==> src/sv/itad_pkg.sv <==
package itad_pkg;

    localparam int C_DIGITS    = 16;
    localparam int C_BIN_W     = 32;
    localparam int C_CNT_W     = 5;

    typedef logic [3:0] t_nibble;
    typedef logic [7:0] t_char;
    typedef logic [C_CNT_W-1:0] t_cnt;

    // conversion commands
    localparam logic [2:0] CMD_SDEC  = 3'd0;
    localparam logic [2:0] CMD_UDEC  = 3'd1;
    localparam logic [2:0] CMD_HEXL  = 3'd2;
    localparam logic [2:0] CMD_HEXU  = 3'd3;
    localparam logic [2:0] CMD_PTR   = 3'd4;

    localparam t_char   C_ASCII_ZERO  = 8'h30;
    localparam t_char   C_ASCII_LOWA  = 8'h61;
    localparam t_char   C_ASCII_UPA   = 8'h41;
    localparam t_nibble C_TEN         = 4'd10;
    localparam t_nibble C_DABBLE_LIM  = 4'd5;
    localparam t_nibble C_DABBLE_ADJ  = 4'd3;

    localparam t_cnt C_DABBLE_LAST = t_cnt'(C_BIN_W - 1);
    localparam t_cnt C_EMIT_LAST   = t_cnt'(C_DIGITS - 1);

    // what each digit cell does in a cycle
    typedef struct packed {
        logic load;
        logic dabble;
        logic shift;
    } t_cell_ctrl;

    function automatic t_char f_digit_char(input t_nibble d, input logic upper);
        t_char base;
        base = upper ? C_ASCII_UPA : C_ASCII_LOWA;
        if (d < C_TEN) begin
            f_digit_char = C_ASCII_ZERO + t_char'(d);
        end else begin
            f_digit_char = base + t_char'(d - C_TEN);
        end
    endfunction

endpackage

==> src/sv/integer_to_ascii_digits.sv <==
// A zero value or an unused command gives its single result in the cycle after start.
// Hex and pointer: the cells load the nibbles, busy stays high while the row shifts out;
// digits arrive one per cycle, leading zeros dropped.
// Decimal: double dabble of the magnitude through the digit cells, then the emit phase.
// While the 16-cell digit row works on a non-zero item, busy is high and no new item is taken.
// Reset (i_rst_n low, synchronous) returns to idle and drops any item; no receiver stall.
module integer_to_ascii_digits (
    input  logic        i_clk,
    input  logic        i_rst_n,
    input  logic        start,
    output logic        busy,
    input  logic [2:0]  i_cmd,
    input  logic [63:0] i_value,
    input  logic        i_precision_given,
    input  logic        i_precision_nonzero,
    output logic        o_valid,
    output logic [7:0]  o_digit_char,
    output logic        o_is_last,
    output logic        o_is_empty,
    output logic        o_negative,
    output logic        o_alt_prefix_dropped
);
    import itad_pkg::*;

    typedef enum logic [2:0] {
        S_IDLE   = 3'b001,
        S_DABBLE = 3'b010,
        S_EMIT   = 3'b100
    } t_state;

    t_state r_state, n_state;
    t_cnt   r_cnt, n_cnt;
    logic [C_BIN_W-1:0] r_bin, n_bin;
    logic   r_seen, n_seen;
    logic   r_upper, n_upper;
    logic   r_neg, n_neg;

    logic   r_valid, n_valid;
    t_char  r_char, n_char;
    logic   r_last, n_last;
    logic   r_empty, n_empty;
    logic   r_oneg, n_oneg;
    logic   r_drop, n_drop;

    t_cell_ctrl w_ctrl;
    t_nibble    w_digit [C_DIGITS];
    logic       w_carry [C_DIGITS];
    t_nibble    w_load  [C_DIGITS];

    logic               w_accept;
    logic               w_is_hex;
    logic [C_BIN_W-1:0] w_word;
    logic [C_BIN_W-1:0] w_mag32;
    logic               w_sign;
    logic               w_zero;
    t_nibble            w_top;

    assign w_accept = start && (r_state == S_IDLE);
    assign busy     = (r_state != S_IDLE);
    assign w_top    = w_digit[C_DIGITS-1];

    // Hex modes load the nibbles straight into the cells; decimal loads zeros
    // and shifts the magnitude in one bit a cycle.
    assign w_is_hex = (i_cmd == CMD_HEXL) || (i_cmd == CMD_HEXU) || (i_cmd == CMD_PTR);
    assign w_word   = i_value[C_BIN_W-1:0];
    assign w_sign   = (i_cmd == CMD_SDEC) && w_word[C_BIN_W-1];
    assign w_mag32  = w_sign ? (~w_word + 1'b1) : w_word;
    assign w_zero   = w_is_hex ? (i_value == 64'd0) : (w_word == '0);

    genvar gi;
    generate
        for (gi = 0; gi < C_DIGITS; gi++) begin : g_cell
            assign w_load[gi] = w_is_hex ? i_value[4*gi +: 4] : '0;
            if (gi == 0) begin : g_first
                itad_cell u_cell (
                    .i_clk        (i_clk),
                    .i_ctrl       (w_ctrl),
                    .i_load_digit (w_load[gi]),
                    .i_bit_in     (r_bin[C_BIN_W-1]),
                    .i_digit_in   (t_nibble'(0)),
                    .o_bit_out    (w_carry[gi]),
                    .o_digit      (w_digit[gi])
                );
            end else begin : g_rest
                itad_cell u_cell (
                    .i_clk        (i_clk),
                    .i_ctrl       (w_ctrl),
                    .i_load_digit (w_load[gi]),
                    .i_bit_in     (w_carry[gi-1]),
                    .i_digit_in   (w_digit[gi-1]),
                    .o_bit_out    (w_carry[gi]),
                    .o_digit      (w_digit[gi])
                );
            end
        end
    endgenerate

    always_comb begin
        n_state = r_state;
        n_cnt   = r_cnt;
        n_bin   = r_bin;
        n_seen  = r_seen;
        n_upper = r_upper;
        n_neg   = r_neg;
        n_valid = 1'b0;
        n_char  = r_char;
        n_last  = r_last;
        n_empty = r_empty;
        n_oneg  = r_oneg;
        n_drop  = r_drop;
        w_ctrl  = '0;

        unique case (r_state)
            S_IDLE: begin
                if (w_accept) begin
                    priority if (i_cmd > CMD_PTR) begin
                        // unused command: one empty result
                        n_valid = 1'b1;
                        n_char  = '0;
                        n_last  = 1'b1;
                        n_empty = 1'b1;
                        n_oneg  = 1'b0;
                        n_drop  = 1'b0;
                    end else if (w_zero) begin
                        // zero: '0', or empty when a zero precision was given outside pointer mode
                        n_valid = 1'b1;
                        n_last  = 1'b1;
                        n_oneg  = 1'b0;
                        n_drop  = (i_cmd == CMD_HEXL) || (i_cmd == CMD_HEXU);
                        if ((i_cmd == CMD_PTR) || !i_precision_given
                                || i_precision_nonzero) begin
                            n_char  = C_ASCII_ZERO;
                            n_empty = 1'b0;
                        end else begin
                            n_char  = '0;
                            n_empty = 1'b1;
                        end
                    end else begin
                        w_ctrl.load = 1'b1;
                        n_bin   = w_mag32;
                        n_cnt   = '0;
                        n_seen  = 1'b0;
                        n_upper = (i_cmd == CMD_HEXU);
                        n_neg   = w_sign;
                        n_state = w_is_hex ? S_EMIT : S_DABBLE;
                    end
                end
            end
            S_DABBLE: begin
                // advance one binary bit into the BCD row
                w_ctrl.dabble = 1'b1;
                n_bin = {r_bin[C_BIN_W-2:0], 1'b0};
                if (r_cnt == C_DABBLE_LAST) begin
                    n_cnt   = '0;
                    n_state = S_EMIT;
                end else begin
                    n_cnt = r_cnt + 1'b1;
                end
            end
            S_EMIT: begin
                // move the row up one digit; drop leading zeros
                w_ctrl.shift = 1'b1;
                if (r_seen || (w_top != '0)) begin
                    n_seen  = 1'b1;
                    n_valid = 1'b1;
                    n_char  = f_digit_char(w_top, r_upper);
                    n_last  = (r_cnt == C_EMIT_LAST);
                    n_empty = 1'b0;
                    n_oneg  = r_neg;
                    n_drop  = 1'b0;
                end
                if (r_cnt == C_EMIT_LAST) begin
                    n_cnt   = '0;
                    n_state = S_IDLE;
                end else begin
                    n_cnt = r_cnt + 1'b1;
                end
            end
            default: begin
                n_state = S_IDLE;
            end
        endcase
    end

    always_ff @(posedge i_clk) begin
        if (!i_rst_n) begin
            r_state <= S_IDLE;
            r_cnt   <= '0;
            r_seen  <= 1'b0;
            r_valid <= 1'b0;
        end else begin
            r_state <= n_state;
            r_cnt   <= n_cnt;
            r_seen  <= n_seen;
            r_valid <= n_valid;
        end
    end

    // payload: no reset needed
    always_ff @(posedge i_clk) begin
        r_bin   <= n_bin;
        r_upper <= n_upper;
        r_neg   <= n_neg;
        r_char  <= n_char;
        r_last  <= n_last;
        r_empty <= n_empty;
        r_oneg  <= n_oneg;
        r_drop  <= n_drop;
    end

    assign o_valid              = r_valid;
    assign o_digit_char         = r_char;
    assign o_is_last            = r_last;
    assign o_is_empty           = r_empty;
    assign o_negative           = r_oneg;
    assign o_alt_prefix_dropped = r_drop;

endmodule

==> src/sv/itad_cell.sv <==
module itad_cell (
    input  logic                   i_clk,
    input  itad_pkg::t_cell_ctrl   i_ctrl,
    input  itad_pkg::t_nibble      i_load_digit,
    input  logic                   i_bit_in,
    input  itad_pkg::t_nibble      i_digit_in,
    output logic                   o_bit_out,
    output itad_pkg::t_nibble      o_digit
);
    import itad_pkg::*;

    t_nibble r_digit;
    t_nibble w_adj;

    // add three before the shift so the BCD digit carries correctly
    always_comb begin
        w_adj     = (r_digit >= C_DABBLE_LIM) ? r_digit + C_DABBLE_ADJ : r_digit;
        o_bit_out = w_adj[3];
        o_digit   = r_digit;
    end

    always_ff @(posedge i_clk) begin
        priority if (i_ctrl.load) begin
            r_digit <= i_load_digit;
        end else if (i_ctrl.dabble) begin
            r_digit <= {w_adj[2:0], i_bit_in};
        end else if (i_ctrl.shift) begin
            r_digit <= i_digit_in;
        end
    end

endmodule

==> config.mk <==
export PLATFORM = sky130hd
export DESIGN_NAME = integer_to_ascii_digits
export DESIGN_NICKNAME = d
export VERILOG_FILES = /design/src/sv/itad_pkg.sv /design/src/sv/integer_to_ascii_digits.sv /design/src/sv/itad_cell.sv
export SDC_FILE = /design/constraint.sdc
export NUM_CORES = 1
export LEC_CHECK = 0
export ABC_CLOCK_PERIOD_IN_PS = 2670
export BUFFER_PORTS_ARGS = -buffer_cell sky130_fd_sc_hd__buf_4
export CAP_MARGIN = 5
export CORE_MARGIN = 2
export CORE_UTILIZATION = 40
export DETAILED_ROUTE_END_ITERATION = 8
export MAX_ROUTING_LAYER = met4
export SYNTH_ARGS = -nofsm -noshare
export SYNTH_HDL_FRONTEND = slang
export SYNTH_HIERARCHICAL = 1
export SYNTH_SLANG_ARGS = --single-unit
==> constraint.sdc <==
create_clock -name i_clk -period 2.67 [get_ports i_clk]
set_input_delay 0.1335 -clock i_clk [delete_from_list [all_inputs] [get_ports i_clk]]
set_output_delay 0.1335 -clock i_clk [all_outputs]
set_load 0.01 [all_outputs]
Word-level counts from Yosys, hierarchy flattened
Cells that the tools add are included.
{"block": "totals", "register_bits": 120, "input_bits": 72, "word_cells": 251}
{"block": "classes", "n_addsub": 21, "magnitude_cmp": 18, "n_eq_ne": 16, "mux": 143, "n_bitwise": 3, "reduce_logical": 22}
{"op": "$mux W4", "count": 79}
{"op": "$mux W32", "count": 4}
{"op": "$ge A4 B3 Y1 const B", "count": 16}
{"op": "$logic_not A64 Y1", "count": 1}
{"op": "$pmux W32 S2", "count": 1}
{"op": "$add A4 B2 Y4 const B", "count": 15}
{"op": "$mux W8", "count": 5}
{"op": "$add A32 B1 Y32 const B", "count": 1}
{"op": "$logic_not A32 Y1", "count": 1}
{"op": "$not A32 Y32", "count": 1}
{"op": "$mux W1", "count": 31}
{"op": "$mux W5", "count": 5}
{"op": "$mux W3", "count": 7}
{"op": "$pmux W8 S2", "count": 1}
{"op": "$reduce_and A4 Y1", "count": 4}
{"op": "$pmux W5 S3", "count": 1}
{"op": "$mux W6", "count": 2}
{"op": "$ne A2 B2 Y1 const B", "count": 6}
{"op": "$pmux W1 S2", "count": 6}
{"op": "$reduce_and A5 Y1", "count": 2}
{"op": "$eq A3 B2 Y1 const B", "count": 3}
{"op": "$pmux W3 S3", "count": 1}
{"op": "$add A7 B8 Y8", "count": 1}
{"op": "$add A6 B4 Y7 const A", "count": 1}
{"op": "other kinds (19)", "count": 28}

Depth between registers and ports, before layout
{"block": "logic_depth", "depth_word": 9, "ltp_mapped": 11}

By module
The synthesis kept the hierarchy.
{"module": "itad_cell", "instances": 16, "cells_per_inst": 35, "area_per_inst_um2": 322.8}
{"module": "integer_to_ascii_digits", "instances": 1, "cells_per_inst": 449, "area_per_inst_um2": 3922.5}

Least setup slack after synthesis
No wires, ideal clock.
{"block": "synth_path", "kind": "input to register", "startpoint": "input port i_value[0]", "endpoint": "register g_cell[0].g_first.u_cell.r_digit[0] (enable)", "setup_ns": 0.273, "arrival_time_ns": 2.478, "slack_ns": -0.081, "cell_stages": 9, "path_buffers": 2, "path_cell_list": "inv_1 ha_1 nor4b_2 and4b_1 buf_2 nand3_1 o21a_1 clkbuf_1 or3_1"}
{"element": "from (decl)", "line": "integer_to_ascii_digits.sv:13", "rtl": "input logic [63:0] i_value,"}
{"element": "to (signal assigned)", "line": "itad_cell.sv:24", "rtl": "r_digit <= i_load_digit;"}
{"element": "to (signal assigned)", "line": "itad_cell.sv:26", "rtl": "r_digit <= {w_adj[2:0], i_bit_in};"}
{"element": "to (signal assigned)", "line": "itad_cell.sv:28", "rtl": "r_digit <= i_digit_in;"}
{"element": "to (decl)", "line": "itad_cell.sv:12", "rtl": "t_nibble r_digit;"}

Final worst setup path
{"block": "layout_path", "startpoint": "register r_state[1]", "endpoint": "register r_bin[30], data pin"}
{"block": "layout_between", "elab_chain_len": 2}
{"element": "from (decl)", "line": "integer_to_ascii_digits.sv:31", "rtl": "t_state r_state, n_state;"}
{"element": "from (signal assigned)", "line": "integer_to_ascii_digits.sv:192", "rtl": "r_state <= n_state;"}
{"element": "$eq A3 B2 Y1 or $eq A3 B1 Y1 (tied branches)", "line": "integer_to_ascii_digits.sv:113", "rtl": "unique case (r_state)"}
{"element": "$pmux W32 S2 *", "line": "integer_to_ascii_digits.sv:113"}
{"element": "via n_bin[30]", "line": "integer_to_ascii_digits.sv:33", "rtl": "logic [C_BIN_W-1:0] r_bin, n_bin;"}
{"element": "to (signal assigned)", "line": "integer_to_ascii_digits.sv:201", "rtl": "r_bin <= n_bin;"}
{"element": "to (decl)", "line": "integer_to_ascii_digits.sv:33"}
The timed path passes the listed nets; every way through them passes the cells marked *.
A chain may end at the register's enable or synchronous reset.

==> metrics.yaml <==
coreArea_um2: 22430
die_area_um2: 23890
powerDensity_nw_per_um2: 552.1
io-pin-count: 86
numCtsBuffers: 17
worst-path-buf-inv: 1
dp_hpwl_um: 16200
n_antenna_cell: 0
vias_per_cell: 5.506
fin_ws_ns: 0.4360
arrival_ns: 2.40
leakage_nw: 4.087
path_class: "flip-flop to flip-flop"
hold_class: "input port to flip-flop"
grt_max_degree: 67
drive_gt1_frac: 0.1538
insertion_delay_ns: 0.41
max_slew_margin: 0.4960
drt_first_iter_violations: 470
syn_area_per_cell_um2: 9.021
fin_crit_sh: 0.8367
chipWidth_um: 154.6
slew_violations: 0
dr.pass1.iters: 5
htree_levels: 4
hold_slack_ns: 0.08108
dpl.cell_count: 1351
io_buffers: 85
post-cts-setup-buffer-count: 0
gp_congestion: 0.7810
ir_drop_mv: 0.3997
synth_cells: 1005
cpMaxStageDelayCell: "or3b_1"
die_y_um: 154.6
fmax_ghz: 0.4476
grt_usage: 0.1966
syn_area_um2: 9066
grt_pass1_vias: 7113
cp_top_family: "simple AND/OR/NAND/NOR gates"
finalCoreUtilization: 0.4809
start_util: 0.4041
gr-total-overflow: 0
final_area_um2: 10790
clkTransAtPathRegs_ns: 0.06
antenna_found_initial: 0
grt_pass1_wl_um: 36720
drc_errors: 0
layoutNonFillerInstCount: 1384
setup_viol_count_final: 0
syn2layout_area_growth_pct: 18.99
fin_nets: 1204
place_area_um2: 10170
routed_wl_um: 22540
critPathMaxFanout: 9
cp-start-kind: "flip-flop"
power_mw: 5.956
endpoint_kind: "flip-flop"
num_vias: 7620
clk_path_buf_depth: 2
hold_viol: 0
ant_nets: 0
pre_cts_ws_ns: 0.1304
slowest_delay_ns: 0.61
finalSetupTns_ns: 0
fin_skew_ns: 0.008357
max_cap_viol_count: 0
rows: 55
num-fill-cells: 2168
worst_pin_slew_ns: 0.7560
root_buffer: "clkbuf_16"
status: "complete, no violations"
cts_num_sinks: 120
path_cells: "or3b_1 -> buf_4 -> nor2_1 -> nor3_1 -> o31a_1 -> or3_1"
fin_crit_ns: 2.234
post_drt_wl_per_cell_um: 16.28
cts_tree: "yes"
synth_warnings: 6
rsz0062_at_grt: "no"
cp_data_required_time_ns: 2.83
[registers in the layout, indices dropped and copies added (netlist names)]
name and count:
r_seen 1, r_cnt 5, r_neg 1, r_state 3, o_is_empty 1, r_upper 1, o_negative 1, r_bin 32
o_alt_prefix_dropped 1, g_cell.g_rest.u_cell/o_digit 60, g_cell.g_first.u_cell/o_digit 4, o_digit_char 8, o_valid 1, o_is_last 1
[per-layer routing]
layer,routed length (um),vias to the layer above,GRT usage
met1,10950,3576,0.2703
li1,-,3816,-
met4,221,0,0.05335
met3,1111,23,0.03222
met2,10260,205,0.3021
met5,0,-,-
[cell usage in the layout, fill, tap and decap left out, drive strengths merged, types with 3 or more instances in the layout]
master	count
edfxtp	110
nand2b	19
or2b	15
nor2	42
o21ai	92
nand3b	3
or3	19
buf	116
clkbuf	21
and2	3
nor4	13
and3	5
ha	45
nor3b	50
nor3	14
a221o	16
nand3	20
nand4	7
a211oi	3
inv	58
and4	3
a21o	3
mux2i	34
nor2b	76
nand4b	18
xnor2	28
xor2	4
or4	5
a21oi	58
dfxtp	10
o22ai	19
conb	4
nand2	106
o21a	3
clkinv	5
bufinv	4
a41oi	3
a31oi	12
or4b	17
[worst paths after layout]
kind / from / to / slack, ns / depth (start not counted)
max: r_state[1]$_SDFFE_PN0P_ / r_bin[30]$_DFFE_PP_ / 0.44 / 6
min: i_value[0] / r_bin[0]$_SDFFCE_PP0P_ / 0.08 / 3
max reg2reg: r_state[1]$_SDFFE_PN0P_ / r_bin[30]$_DFFE_PP_ / 0.44 / 6
min reg2reg: r_cnt[1]$_SDFFE_PN0P_ / r_cnt[1]$_SDFFE_PN0P_ / 0.50 / 2
[cell type report]
class | count | area (um2) | area share
tap | 285 | 356.6 | 0.03306
multi-input combinational | 772 | 5134 | 0.4759
clock inverter | 10 | 152.6 | 0.01415
inverter | 58 | 222.7 | 0.02064
timing repair buffer | 118 | 978.4 | 0.09070
clock buffer | 21 | 440.4 | 0.04083
sequential | 120 | 3503 | 0.3248
[report_power, final]
group | switching, mW | internal (mW) | leakage [nW]
Sequential | 0.144 | 2.28 | 1.12
Clock | 0.814 | 1.55 | 0.284
Combinational | 0.639 | 0.528 | 2.68
Total | 1.60 | 4.36 | 4.09
[worst register-to-register path: cells and delay by family, from the launching register on]
| family | cells | cell delay, ns |
|---|---|---|
| simple gates | 4 | 1.17 |
| buf+inv | 1 | 0.26 |
| compound gates | 1 | 0.11 |
| flops | 1 | 0.44 |
[repair_timing]
| action | in CTS | in global routing |
|---|---|---|
| endpoints found under the setup margin | 0 | 0 |
| resized for setup | 0 | 0 |
| hold buffers | 2 | 0 |
| endpoints found under the hold margin | 2 | 0 |
(Power assumes the default switching activity.)
